===== config.mk =====
export PLATFORM = sky130hd
export DESIGN_NAME = led_pwm_shift_frame_generator
export DESIGN_NICKNAME = d
export VERILOG_FILES = /design/src/rtl/core/lpsfg_pkg.sv /design/src/rtl/core/led_pwm_shift_frame_generator.sv /design/src/rtl/core/lpsfg_front.sv /design/src/rtl/core/lpsfg_queue.sv /design/src/rtl/core/lpsfg_back.sv
export SDC_FILE = /design/constraint.sdc
export NUM_CORES = 2
export LEC_CHECK = 0
export BUFFER_PORTS_ARGS = -buffer_cell sky130_fd_sc_hd__buf_4
export CORE_MARGIN = 4
export CORE_UTILIZATION = 50
export CTS_CLUSTER_DIAMETER = 40
export CTS_CLUSTER_SIZE = 24
export DETAILED_ROUTE_END_ITERATION = 6
export GPL_ROUTABILITY_DRIVEN = 0
export PLACE_DENSITY_LB_ADDON = 0.08
export SLEW_MARGIN = 20
export SYNTH_ARGS = -nofsm -noshare
export SYNTH_HDL_FRONTEND = slang
export SYNTH_SLANG_ARGS = --single-unit
export TNS_END_PERCENT = 100

===== constraint.sdc =====
create_clock -name i_clk -period 7.8 [get_ports i_clk]
set_input_delay 1.56 -clock i_clk [delete_from_list [all_inputs] [get_ports i_clk]]
set_output_delay 1.56 -clock i_clk [all_outputs]
set_load 0.02 [all_outputs]

===== src/rtl/core/lpsfg_pkg.sv =====
// Shared types and constants for the LED PWM shift-frame generator.
// Used by every module of the block; depends on nothing else.
package lpsfg_pkg;

    // Default LED count, and the width of a byte of channel bits.
    localparam int NUM_LEDS_DEF = 16;
    localparam int BYTE_BITS    = 8;

    // Item kinds.
    localparam logic [1:0] KIND_RGB  = 2'd0;
    localparam logic [1:0] KIND_HSV  = 2'd1;
    localparam logic [1:0] KIND_TICK = 2'd2;

    // Configuration port.
    localparam int          PADDR_W       = 3;
    localparam logic        REG_PWM_MAX   = 1'b0;
    localparam logic [7:0]  PWM_MAX_RESET = 8'd255;

    // HSV conversion constants.
    localparam logic [7:0]  FULL_SCALE  = 8'd255;
    localparam int          SECTOR_DEG  = 60;
    localparam int          LAST_SECTOR = 5;
    // floor(h/60) = (h*547)>>15 holds exactly for every 9-bit hue.
    localparam int          HUE_RECIP   = 547;
    // floor(p/60) = (p*17477)>>20 holds exactly for p up to 255*60.
    localparam int          DIV60_RECIP = 17477;

    // Depth of the queue between the front and the back.
    localparam int          QUEUE_DEPTH = 2;

    // One input word.
    typedef struct packed {
        logic [1:0] kind;
        logic [3:0] led_index;
        logic [7:0] red;
        logic [7:0] green;
        logic [7:0] blue;
        logic [8:0] hue;
        logic [7:0] saturation;
        logic [7:0] brightness;
    } t_in_item;

    // One output word.
    typedef struct packed {
        logic [7:0] shift_byte;
        logic       latch_last;
    } t_out_word;

    // A classified operation handed from the front to the back.
    typedef struct packed {
        logic       is_tick;
        logic [3:0] led;
        logic [7:0] red;
        logic [7:0] green;
        logic [7:0] blue;
    } t_op;

endpackage


===== src/rtl/core/led_pwm_shift_frame_generator.sv =====
// LED PWM shift-frame generator, top level: configuration register,
// front end, operation queue and back end. Depends on lpsfg_pkg.
//
// Input channel (i_valid, i_item, o_stall): one word per RGB write, HSV
// write or PWM tick. Writes to an LED beyond NUM_LEDS and unused kinds are
// dropped. The front takes no new word until it is through with the last:
// RGB writes and ticks go straight to the push, while HSV writes first step
// through a short multiply chain. Output channel (o_valid, o_word, i_stall):
// a tick yields floor(3*NUM_LEDS/8) words, the last with latch_last set.
// Each row is read from the eight duty banks into a register and compared,
// and the next read starts only once its byte can enter the output register.
// A write is taken while the back stays idle; a tick holds the back in its
// streaming state until the last row is read. When the receiver stalls, the
// output register holds its word and the back waits; the queue lets the front
// keep taking words meanwhile. After reset the duty store is cleared one row
// per cycle, all ceil(3*NUM_LEDS/8) rows, during which o_stall is high.
// pwm_max is written through the APB port at address 0 and resets to 255.
module led_pwm_shift_frame_generator #(
    parameter int NUM_LEDS = lpsfg_pkg::NUM_LEDS_DEF
) (
    input  logic                              i_clk,
    input  logic                              i_rst_n,
    input  logic                              i_valid,
    input  lpsfg_pkg::t_in_item               i_item,
    output logic                              o_stall,
    output logic                              o_valid,
    output lpsfg_pkg::t_out_word              o_word,
    input  logic                              i_stall,
    input  logic                              psel,
    input  logic                              penable,
    input  logic                              pwrite,
    input  logic [lpsfg_pkg::PADDR_W-1:0]     paddr,
    input  logic [31:0]                       pwdata,
    output logic [31:0]                       prdata,
    output logic                              pready
);
    import lpsfg_pkg::*;

    logic [7:0] r_pwm_max;
    logic       w_clearing;
    logic       q_push, q_pop, q_full, q_empty;
    t_op        q_in, q_head;

    // Configuration register.
    assign pready = 1'b1;
    assign prdata = (paddr[2] == REG_PWM_MAX) ? {24'b0, r_pwm_max} : 32'b0;

    always_ff @(posedge i_clk) begin
        if (!i_rst_n) begin
            r_pwm_max <= PWM_MAX_RESET;
        end else if (psel && penable && pwrite && paddr[2] == REG_PWM_MAX) begin
            r_pwm_max <= pwdata[7:0];
        end
    end

    // Front end.
    lpsfg_front #(
        .NUM_LEDS(NUM_LEDS)
    ) u_front (
        .i_clk      (i_clk),
        .i_rst_n    (i_rst_n),
        .i_valid    (i_valid),
        .i_item     (i_item),
        .o_stall    (o_stall),
        .i_clearing (w_clearing),
        .o_push     (q_push),
        .o_op       (q_in),
        .i_full     (q_full)
    );

    // Operation queue.
    lpsfg_queue u_queue (
        .i_clk   (i_clk),
        .i_rst_n (i_rst_n),
        .i_push  (q_push),
        .i_op    (q_in),
        .i_pop   (q_pop),
        .o_head  (q_head),
        .o_full  (q_full),
        .o_empty (q_empty)
    );

    // Back end.
    lpsfg_back #(
        .NUM_LEDS(NUM_LEDS)
    ) u_back (
        .i_clk      (i_clk),
        .i_rst_n    (i_rst_n),
        .i_op       (q_head),
        .i_empty    (q_empty),
        .o_pop      (q_pop),
        .i_pwm_max  (r_pwm_max),
        .o_clearing (w_clearing),
        .o_valid    (o_valid),
        .o_word     (o_word),
        .i_stall    (i_stall)
    );

`ifndef SYNTHESIS
    // Every reset starts the clear pass of the duty store.
    a_reset_clears: assert property (@(posedge i_clk)
        !i_rst_n |=> w_clearing)
        else $error("clear pass did not start after reset");

    // No input word is taken while the duty store is being cleared.
    a_clear_blocks_input: assert property (@(posedge i_clk) disable iff (!i_rst_n)
        w_clearing |-> o_stall)
        else $error("input taken during clear pass");

    // No output word is offered while the duty store is being cleared.
    a_clear_no_output: assert property (@(posedge i_clk) disable iff (!i_rst_n)
        w_clearing |-> !o_valid)
        else $error("output word during clear pass");
`endif

endmodule


===== src/rtl/core/lpsfg_front.sv =====
// Front end: accepts input words, drops the ones that change nothing, and
// converts HSV writes to RGB over a few steps. Depends on lpsfg_pkg.
module lpsfg_front #(
    parameter int NUM_LEDS = lpsfg_pkg::NUM_LEDS_DEF
) (
    input  logic                i_clk,
    input  logic                i_rst_n,
    input  logic                i_valid,
    input  lpsfg_pkg::t_in_item i_item,
    output logic                o_stall,
    input  logic                i_clearing,
    output logic                o_push,
    output lpsfg_pkg::t_op      o_op,
    input  logic                i_full
);
    import lpsfg_pkg::*;

    typedef enum logic [5:0] {
        F_IDLE = 6'b000001,
        F_MUL1 = 6'b000010,
        F_FRAC = 6'b000100,
        F_MUL2 = 6'b001000,
        F_DIV  = 6'b010000,
        F_PUSH = 6'b100000
    } t_front_state;

    t_front_state r_state, n_state;
    t_in_item     r_item, n_item;
    t_op          r_op, n_op;
    logic [3:0]   r_q, n_q;
    logic [7:0]   r_bottom, n_bottom;
    logic [5:0]   r_frac, n_frac;
    logic [2:0]   r_sector, n_sector;
    logic [7:0]   r_span, n_span;
    logic [13:0]  r_pr, n_pr;
    logic [13:0]  r_pf, n_pf;

    logic         led_ok;
    logic         accept;
    logic [18:0]  mul_hue;
    logic [15:0]  mul_bottom;
    logic [9:0]   sixty_q;
    logic [9:0]   frac_w;
    logic [28:0]  mul_rise;
    logic [28:0]  mul_fall;
    logic [7:0]   rising;
    logic [7:0]   falling;

    // A word is taken only while idle and after the duty store is cleared.
    assign o_stall = (r_state != F_IDLE) || i_clearing;
    assign accept  = i_valid && !o_stall;
    assign led_ok  = 32'(i_item.led_index) < NUM_LEDS;
    assign o_op    = r_op;

    // Arithmetic of the HSV steps, each from registered operands.
    always_comb begin
        mul_hue    = 19'(r_item.hue) * 19'(HUE_RECIP);
        mul_bottom = 16'(FULL_SCALE - r_item.saturation) * 16'(r_item.brightness);
        sixty_q    = 10'({r_q, 6'b0}) - 10'({r_q, 2'b0});
        frac_w     = 10'(r_item.hue) - sixty_q;
        mul_rise   = 29'(r_pr) * 29'(DIV60_RECIP);
        mul_fall   = 29'(r_pf) * 29'(DIV60_RECIP);
        rising     = mul_rise[27:20] + r_bottom;
        falling    = mul_fall[27:20] + r_bottom;
    end

    // Sequencer for classification and the HSV steps.
    always_comb begin
        n_state  = r_state;
        n_item   = r_item;
        n_op     = r_op;
        n_q      = r_q;
        n_bottom = r_bottom;
        n_frac   = r_frac;
        n_sector = r_sector;
        n_span   = r_span;
        n_pr     = r_pr;
        n_pf     = r_pf;
        o_push   = 1'b0;
        case (r_state)
            F_IDLE: begin
                if (accept) begin
                    n_item = i_item;
                    case (i_item.kind)
                        KIND_RGB: begin
                            if (led_ok) begin
                                n_op.is_tick = 1'b0;
                                n_op.led     = i_item.led_index;
                                n_op.red     = i_item.red;
                                n_op.green   = i_item.green;
                                n_op.blue    = i_item.blue;
                                n_state      = F_PUSH;
                            end
                        end
                        KIND_HSV: begin
                            if (led_ok) begin
                                n_state = F_MUL1;
                            end
                        end
                        KIND_TICK: begin
                            n_op.is_tick = 1'b1;
                            n_state      = F_PUSH;
                        end
                        default: begin
                            n_state = F_IDLE;
                        end
                    endcase
                end
            end
            F_MUL1: begin
                n_q      = mul_hue[18:15];
                n_bottom = mul_bottom[15:8];
                n_state  = F_FRAC;
            end
            F_FRAC: begin
                n_frac   = frac_w[5:0];
                n_sector = (r_q > 4'(LAST_SECTOR)) ? 3'(LAST_SECTOR) : r_q[2:0];
                n_span   = r_item.brightness - r_bottom;
                n_state  = F_MUL2;
            end
            F_MUL2: begin
                n_pr    = 14'(r_span) * 14'(r_frac);
                n_pf    = 14'(r_span) * 14'(6'(SECTOR_DEG) - r_frac);
                n_state = F_DIV;
            end
            F_DIV: begin
                n_op.is_tick = 1'b0;
                n_op.led     = r_item.led_index;
                // Pick the channel order for the hue sector.
                case (r_sector)
                    3'd0: begin
                        n_op.red = r_item.brightness; n_op.green = rising;
                        n_op.blue = r_bottom;
                    end
                    3'd1: begin
                        n_op.red = falling; n_op.green = r_item.brightness;
                        n_op.blue = r_bottom;
                    end
                    3'd2: begin
                        n_op.red = r_bottom; n_op.green = r_item.brightness;
                        n_op.blue = rising;
                    end
                    3'd3: begin
                        n_op.red = r_bottom; n_op.green = falling;
                        n_op.blue = r_item.brightness;
                    end
                    3'd4: begin
                        n_op.red = rising; n_op.green = r_bottom;
                        n_op.blue = r_item.brightness;
                    end
                    default: begin
                        n_op.red = r_item.brightness; n_op.green = r_bottom;
                        n_op.blue = falling;
                    end
                endcase
                n_state = F_PUSH;
            end
            F_PUSH: begin
                o_push = 1'b1;
                if (!i_full) begin
                    n_state = F_IDLE;
                end
            end
            default: begin
                n_state = F_IDLE;
            end
        endcase
    end

    // Control state.
    always_ff @(posedge i_clk) begin
        if (!i_rst_n) begin
            r_state <= F_IDLE;
        end else begin
            r_state <= n_state;
        end
    end

    // Payload registers.
    always_ff @(posedge i_clk) begin
        r_item   <= n_item;
        r_op     <= n_op;
        r_q      <= n_q;
        r_bottom <= n_bottom;
        r_frac   <= n_frac;
        r_sector <= n_sector;
        r_span   <= n_span;
        r_pr     <= n_pr;
        r_pf     <= n_pf;
    end

endmodule


===== src/rtl/core/lpsfg_queue.sv =====
// Short queue of classified operations between the front and the back.
// Depends on lpsfg_pkg.
module lpsfg_queue (
    input  logic           i_clk,
    input  logic           i_rst_n,
    input  logic           i_push,
    input  lpsfg_pkg::t_op i_op,
    input  logic           i_pop,
    output lpsfg_pkg::t_op o_head,
    output logic           o_full,
    output logic           o_empty
);
    import lpsfg_pkg::*;

    localparam int PTR_W = (QUEUE_DEPTH > 1) ? $clog2(QUEUE_DEPTH) : 1;
    localparam int CNT_W = $clog2(QUEUE_DEPTH + 1);

    t_op              r_buf [QUEUE_DEPTH];
    logic [PTR_W-1:0] r_wptr, r_rptr;
    logic [CNT_W-1:0] r_count;
    logic             do_push, do_pop;

    assign o_full  = r_count == CNT_W'(QUEUE_DEPTH);
    assign o_empty = r_count == '0;
    assign do_push = i_push && !o_full;
    assign do_pop  = i_pop && !o_empty;
    assign o_head  = r_buf[r_rptr];

    // Pointers and fill count.
    always_ff @(posedge i_clk) begin
        if (!i_rst_n) begin
            r_wptr  <= '0;
            r_rptr  <= '0;
            r_count <= '0;
        end else begin
            if (do_push) begin
                r_wptr <= (r_wptr == PTR_W'(QUEUE_DEPTH - 1)) ? '0 : r_wptr + 1'b1;
            end
            if (do_pop) begin
                r_rptr <= (r_rptr == PTR_W'(QUEUE_DEPTH - 1)) ? '0 : r_rptr + 1'b1;
            end
            if (do_push && !do_pop) begin
                r_count <= r_count + 1'b1;
            end else if (do_pop && !do_push) begin
                r_count <= r_count - 1'b1;
            end
        end
    end

    // Storage.
    always_ff @(posedge i_clk) begin
        if (do_push) begin
            r_buf[r_wptr] <= i_op;
        end
    end

endmodule


===== src/rtl/core/lpsfg_back.sv =====
// Back end: duty store in eight byte-lane banks, PWM counter, and the
// byte stream with its output register. Depends on lpsfg_pkg.
module lpsfg_back #(
    parameter int NUM_LEDS = lpsfg_pkg::NUM_LEDS_DEF
) (
    input  logic                 i_clk,
    input  logic                 i_rst_n,
    input  lpsfg_pkg::t_op       i_op,
    input  logic                 i_empty,
    output logic                 o_pop,
    input  logic [7:0]           i_pwm_max,
    output logic                 o_clearing,
    output logic                 o_valid,
    output lpsfg_pkg::t_out_word o_word,
    input  logic                 i_stall
);
    import lpsfg_pkg::*;

    localparam int CHANNELS    = 3 * NUM_LEDS;
    localparam int ROWS        = (CHANNELS + BYTE_BITS - 1) / BYTE_BITS;
    localparam int FRAME_BYTES = CHANNELS / BYTE_BITS;
    localparam int ROW_W       = $clog2(ROWS);

    typedef enum logic [2:0] {
        B_CLEAR  = 3'b001,
        B_IDLE   = 3'b010,
        B_STREAM = 3'b100
    } t_back_state;

    t_back_state      r_state, n_state;
    logic [ROW_W-1:0] r_row, n_row;
    logic [7:0]       r_cnt, n_cnt;
    logic             r_pend, n_pend;
    logic             r_last_pend, n_last_pend;
    logic             r_out_valid, n_out_valid;
    t_out_word        r_out_word, n_out_word;
    logic [7:0]       r_mem [BYTE_BITS][ROWS];
    logic [7:0]       r_rd [BYTE_BITS];

    logic             do_write;
    logic             issue;
    logic             last_row;
    logic [5:0]       ch [3];
    logic [7:0]       duty [3];
    logic             we [BYTE_BITS];
    logic [ROW_W-1:0] waddr [BYTE_BITS];
    logic [7:0]       wdata [BYTE_BITS];
    logic [7:0]       frame_byte;

    assign o_clearing = r_state == B_CLEAR;
    assign o_pop      = (r_state == B_IDLE) && !i_empty;
    assign do_write   = o_pop && !i_op.is_tick;
    assign last_row   = r_row == ROW_W'(FRAME_BYTES - 1);
    // A row read starts only when its byte can land in the output register.
    assign issue      = (r_state == B_STREAM) && !r_pend && (!r_out_valid || !i_stall);
    assign o_valid    = r_out_valid;
    assign o_word     = r_out_word;

    // Bank write ports: the clear pass, or the three channels of one LED.
    always_comb begin
        ch[0]   = 6'({i_op.led, 1'b0}) + 6'(i_op.led);
        ch[1]   = ch[0] + 6'd1;
        ch[2]   = ch[0] + 6'd2;
        duty[0] = i_op.red;
        duty[1] = i_op.green;
        duty[2] = i_op.blue;
        for (int b = 0; b < BYTE_BITS; b++) begin
            we[b]    = 1'b0;
            waddr[b] = '0;
            wdata[b] = '0;
            if (r_state == B_CLEAR) begin
                we[b]    = 1'b1;
                waddr[b] = r_row;
            end else if (do_write) begin
                for (int k = 0; k < 3; k++) begin
                    if (ch[k][2:0] == 3'(b)) begin
                        we[b]    = 1'b1;
                        waddr[b] = ROW_W'(ch[k][5:3]);
                        wdata[b] = duty[k];
                    end
                end
            end
        end
    end

    // Channel bits of the row just read.
    always_comb begin
        for (int b = 0; b < BYTE_BITS; b++) begin
            frame_byte[b] = r_cnt >= r_rd[b];
        end
    end

    // Sequencer: clear pass, operation dispatch and row streaming.
    always_comb begin
        n_state     = r_state;
        n_row       = r_row;
        n_cnt       = r_cnt;
        n_pend      = 1'b0;
        n_last_pend = r_last_pend;
        n_out_valid = r_out_valid;
        n_out_word  = r_out_word;
        case (r_state)
            B_CLEAR: begin
                if (r_row == ROW_W'(ROWS - 1)) begin
                    n_row   = '0;
                    n_state = B_IDLE;
                end else begin
                    n_row = r_row + 1'b1;
                end
            end
            B_IDLE: begin
                if (o_pop && i_op.is_tick) begin
                    n_cnt   = ((r_cnt >= i_pwm_max) ? 8'd0 : r_cnt) + 8'd1;
                    n_row   = '0;
                    n_state = B_STREAM;
                end
            end
            B_STREAM: begin
                if (issue) begin
                    n_pend      = 1'b1;
                    n_last_pend = last_row;
                    if (last_row) begin
                        n_row   = '0;
                        n_state = B_IDLE;
                    end else begin
                        n_row = r_row + 1'b1;
                    end
                end
            end
            default: begin
                n_state = B_IDLE;
            end
        endcase
        // Output register: drains on a taken word, loads the byte just read.
        if (r_out_valid && !i_stall) begin
            n_out_valid = 1'b0;
        end
        if (r_pend) begin
            n_out_valid           = 1'b1;
            n_out_word.shift_byte = frame_byte;
            n_out_word.latch_last = r_last_pend;
        end
    end

    // Control state.
    always_ff @(posedge i_clk) begin
        if (!i_rst_n) begin
            r_state     <= B_CLEAR;
            r_row       <= '0;
            r_cnt       <= '0;
            r_pend      <= 1'b0;
            r_out_valid <= 1'b0;
        end else begin
            r_state     <= n_state;
            r_row       <= n_row;
            r_cnt       <= n_cnt;
            r_pend      <= n_pend;
            r_out_valid <= n_out_valid;
        end
    end

    // Payload registers.
    always_ff @(posedge i_clk) begin
        r_last_pend <= n_last_pend;
        r_out_word  <= n_out_word;
    end

    // Duty store banks: one write and one registered read per bank.
    always_ff @(posedge i_clk) begin
        for (int b = 0; b < BYTE_BITS; b++) begin
            if (we[b]) begin
                r_mem[b][waddr[b]] <= wdata[b];
            end
            if (issue) begin
                r_rd[b] <= r_mem[b][r_row];
            end
        end
    end

endmodule


==> impl_metrics.tcl <==
set metrics [dict create \
    fraction_of_layout_instances_using_a_drive_strength_above_1_pct 11.4 \
    cts_buffers 97 \
    post_synth_inst_count 3299 \
    crit_start "u_front.r_pr[11]" \
    vdd.ir_drop.worst_uv 261 \
    num_antenna_cells 0 \
    grt_usage_pct 22.3 \
    dominantRegCellSynth "sky130_fd_sc_hd__edfxtp_1" \
    number_of_antenna_violations_at_the_first_check_in_global_routing 2 \
    cts_resized 0 \
    fp.dieH_um 292 \
    vias_per_cell 5.70 \
    synth-edff-count 630 \
    overflow 0 \
    drt-total-wl_um 95400 \
    cp_max_fo 4 \
    timing.setup.tns_ps 0 \
    dp_slack_ps 766 \
    floorplan.initialDensity_pct 50.8 \
    ys_ff_latch 665 \
    io_buffer_count 89 \
    synthArstFlopShare_pct 0 \
    reg2regPathDepth 23 \
    synth-seq-area-share_pct 48.5 \
    status "finished, violations left" \
    cellPowerDensity_nw_per_um2 281 \
    routed-via-count 25700 \
    die_span_x_um 292 \
    syn_area_per_cell_sq_um 12.2 \
    area_growth_pct 12.4 \
    timing.critical_path.from_type "flop" \
    coreArea_sq_um 79500 \
    timing.setup.critical_path_class "reg -> reg" \
    dp_hpwl_um 66400 \
    critical_path_required_ps 8290 \
    placement_rows 103 \
    timing_hold_violations_final 0 \
    final_critical_path_setup_slack_ps 694 \
    period_share_pct 91.1 \
    grt_setup_unrepaired "no" \
    clkSlewWorstSetupHoldPaths_ps 60 \
    finClkSkew_ps 62.1 \
    ys.warnings.count 0 \
    cts_setup_buffers 0 \
    cts-root-buf "sky130_fd_sc_hd__clkbuf_16" \
    capturing_instance_or_port_of_the_critical_path "u_front.o_op[7]" \
    violations "DRC" \
    h-tree-depth 3 \
    clock_insertion_delay_worst_skew_ps 670 \
    number_of_design_rule_violations_left_by_the_first_detailed_router_iteration 2104 \
    crit_arrival_ps 7600 \
    slew-limit-headroom_pct 25.2 \
    grt_first_pass_wirelength_um 149000 \
    die_area_sq_um 85400 \
    detail-route-antenna-nets 0 \
    clockBufferDepth 3 \
    setup.reg_to_reg.worst_slack_ps 690 \
    tightestPinTransition_ps 1120 \
    drt_drc_violations_left 30 \
    grt_max_degree 105 \
    holdBufCountCts 0 \
    max_cap_viol_count 0 \
    fin_crit_ps 7110 \
    pin_count 141 \
    synth_area_sq_um 40400 \
    endpoint_kind "flop" \
    number_of_global_route_vias_before_repair 26900 \
    critical_path.reg2reg.endpoint "u_front.o_op[7]" \
    leakage_nw 18.7 \
    synth_cell_type_count 74 \
    setup_viol_count_final 0 \
    first_pass_iters 7 \
    avgRoutedWirePerCell_um 21.2 \
    worstHoldPathType "reg -> reg" \
    cts_tree "built" \
    fmaxAchievable_ghz 0.141 \
    nets 4022 \
    final-max-slew-violation-count 0 \
    reg2reg_from "u_front.r_pr[11]" \
    cts.sinks 665 \
]
-- sequential cells by signal, indices dropped and copies added (netlist names), 2 cells and up, named ones only --
name and count:
u_queue.r_buf 58, r_pwm_max 8, u_front.r_bottom 8, u_back.r_rd 64, u_front.r_state 6, u_queue.r_count 2
u_front.r_q 4, u_back.o_word 9, u_front.r_sector 3, u_back.r_mem 384, u_back.r_state 3, u_front.r_frac 6
u_front.r_pf 14, u_back.r_cnt 8, u_back.r_row 3, u_front.o_op 29, u_front.r_pr 13, u_front.r_span 8
u_front.r_item 29
-- where the power goes --
group / switching (mW) / internal [mW] / total [mW]
combinational: 2.00 / 1.45 / 3.46
clock: 1.68 / 2.75 / 4.42
sequential: 0.228 / 4.67 / 4.90
-- worst min-delay path by stage --
stage,start,end,depth (start not counted)
after global routing,u_front.o_op[23],u_queue.r_buf[1][23],0
final,u_front.o_op[14],u_queue.r_buf[0][14],0
after detailed placement,u_front.o_op[16],u_queue.r_buf[1][16],0
after floorplan,u_back.r_last_pend,u_back.o_word[0],0
after global placement,u_front.o_op[22],u_queue.r_buf[0][22],0
after CTS,u_front.o_op[16],u_queue.r_buf[1][16],0
-- final cells by class --
cell class,count,area [sq um]
Sequential cell,665,19600
Inverter,392,1470
Timing Repair Buffer,119,906
Multi-Input combinational cell,2100,18700
Clock buffer,105,2480
Fill cell,6474,34100
Clock inverter,77,932
Tap cell,1050,1310
-- cells in the final DEF (no fill, tap or decap), types with 55 or more instances in the layout --
master	n
sky130_fd_sc_hd__mux4_2	64
sky130_fd_sc_hd__nand2b_1	73
sky130_fd_sc_hd__buf_4	118
sky130_fd_sc_hd__o22ai_1	75
sky130_fd_sc_hd__mux2i_1	70
sky130_fd_sc_hd__nor3_1	64
sky130_fd_sc_hd__o21ai_0	93
sky130_fd_sc_hd__nor2_1	178
sky130_fd_sc_hd__nor2b_1	58
sky130_fd_sc_hd__and2_1	56
sky130_fd_sc_hd__edfxtp_1	630
sky130_fd_sc_hd__inv_1	390
sky130_fd_sc_hd__fa_1	157
sky130_fd_sc_hd__xnor2_1	55
sky130_fd_sc_hd__nand2_1	188
sky130_fd_sc_hd__ha_1	393
sky130_fd_sc_hd__clkbuf_16	98
sky130_fd_sc_hd__a21oi_1	108
-- per-layer routing --
layer | vias to the layer above | global-route usage [%] | share of wire, %
met1 | 12500 | 27.2 | 39
met5 | - | 0 | 0.028
met3 | 263 | 3.95 | 6.0
met2 | 859 | 39.5 | 51
met4 | 4 | 8.78 | 3.9
li1 | 12000 | - | -
-- per-stage QoR --
step	power, mW	instance area [sq um]	hold WS (ps)	utilization, %	cells
6_report	12.8	45400	444	57.1	4508
5_1_grt	13.5	45400	454	57.1	4508
4_1_cts	12.9	45400	446	57.1	4508
3_5_place_dp	8.46	42000	435	52.8	4326
3_3_place_gp	8.32	42000	428	52.8	4326
2_1_floorplan	7.48	40500	400	-	3322
-- synthesized netlist by cell type (all sizes together), types with 60 or more instances --
cell	count	area, sq um
o22ai	75	469
edfxtp	630	18900
buf	60	355
mux4	64	1440
a21oi	109	549
clkbuf	105	394
inv	391	1470
fa	157	3140
ha	393	4920
nor2	179	672
mux2i	71	714
nor3	66	335
o21ai	104	536
nand2b	75	477
nand2	188	706
-- cell families (layout without fill, tap and decap cells) --
logic type      count (synthesis)  after routing  share of synthesized area [%]
mux                           160            160                           6.03
xor+xnor                       91             91                           2.06
other cells                     2             25                         0.0186
fa+ha+maj                     550            550                           19.9
compound gates                553            553                           9.12
simple gates                  721            721                           8.79
buf+inv                       557            693                           5.50
flops                         665            665                           48.5
-- worst max-delay path, cell delays in order (launching register included) --
cell,delay (ps)
sky130_fd_sc_hd__edfxtp_1,450
sky130_fd_sc_hd__ha_1,350
sky130_fd_sc_hd__fa_1,560
sky130_fd_sc_hd__fa_1,460
sky130_fd_sc_hd__fa_1,500
sky130_fd_sc_hd__ha_1,300
sky130_fd_sc_hd__ha_1,310
sky130_fd_sc_hd__a211oi_1,200
sky130_fd_sc_hd__nand2_1,110
sky130_fd_sc_hd__a211oi_1,280
sky130_fd_sc_hd__o21ai_0,320
sky130_fd_sc_hd__a21oi_1,320
sky130_fd_sc_hd__nor2b_1,70
sky130_fd_sc_hd__o31a_1,300
sky130_fd_sc_hd__ha_1,330
sky130_fd_sc_hd__a21oi_1,220
sky130_fd_sc_hd__a21boi_0,140
sky130_fd_sc_hd__o21ai_0,220
sky130_fd_sc_hd__a21oi_1,160
sky130_fd_sc_hd__xnor2_1,300
sky130_fd_sc_hd__nor4_1,100
sky130_fd_sc_hd__a311oi_1,590
sky130_fd_sc_hd__a211oi_1,200
sky130_fd_sc_hd__o21ai_1,180
No activity file was read; power rests on OpenSTA's default activity.
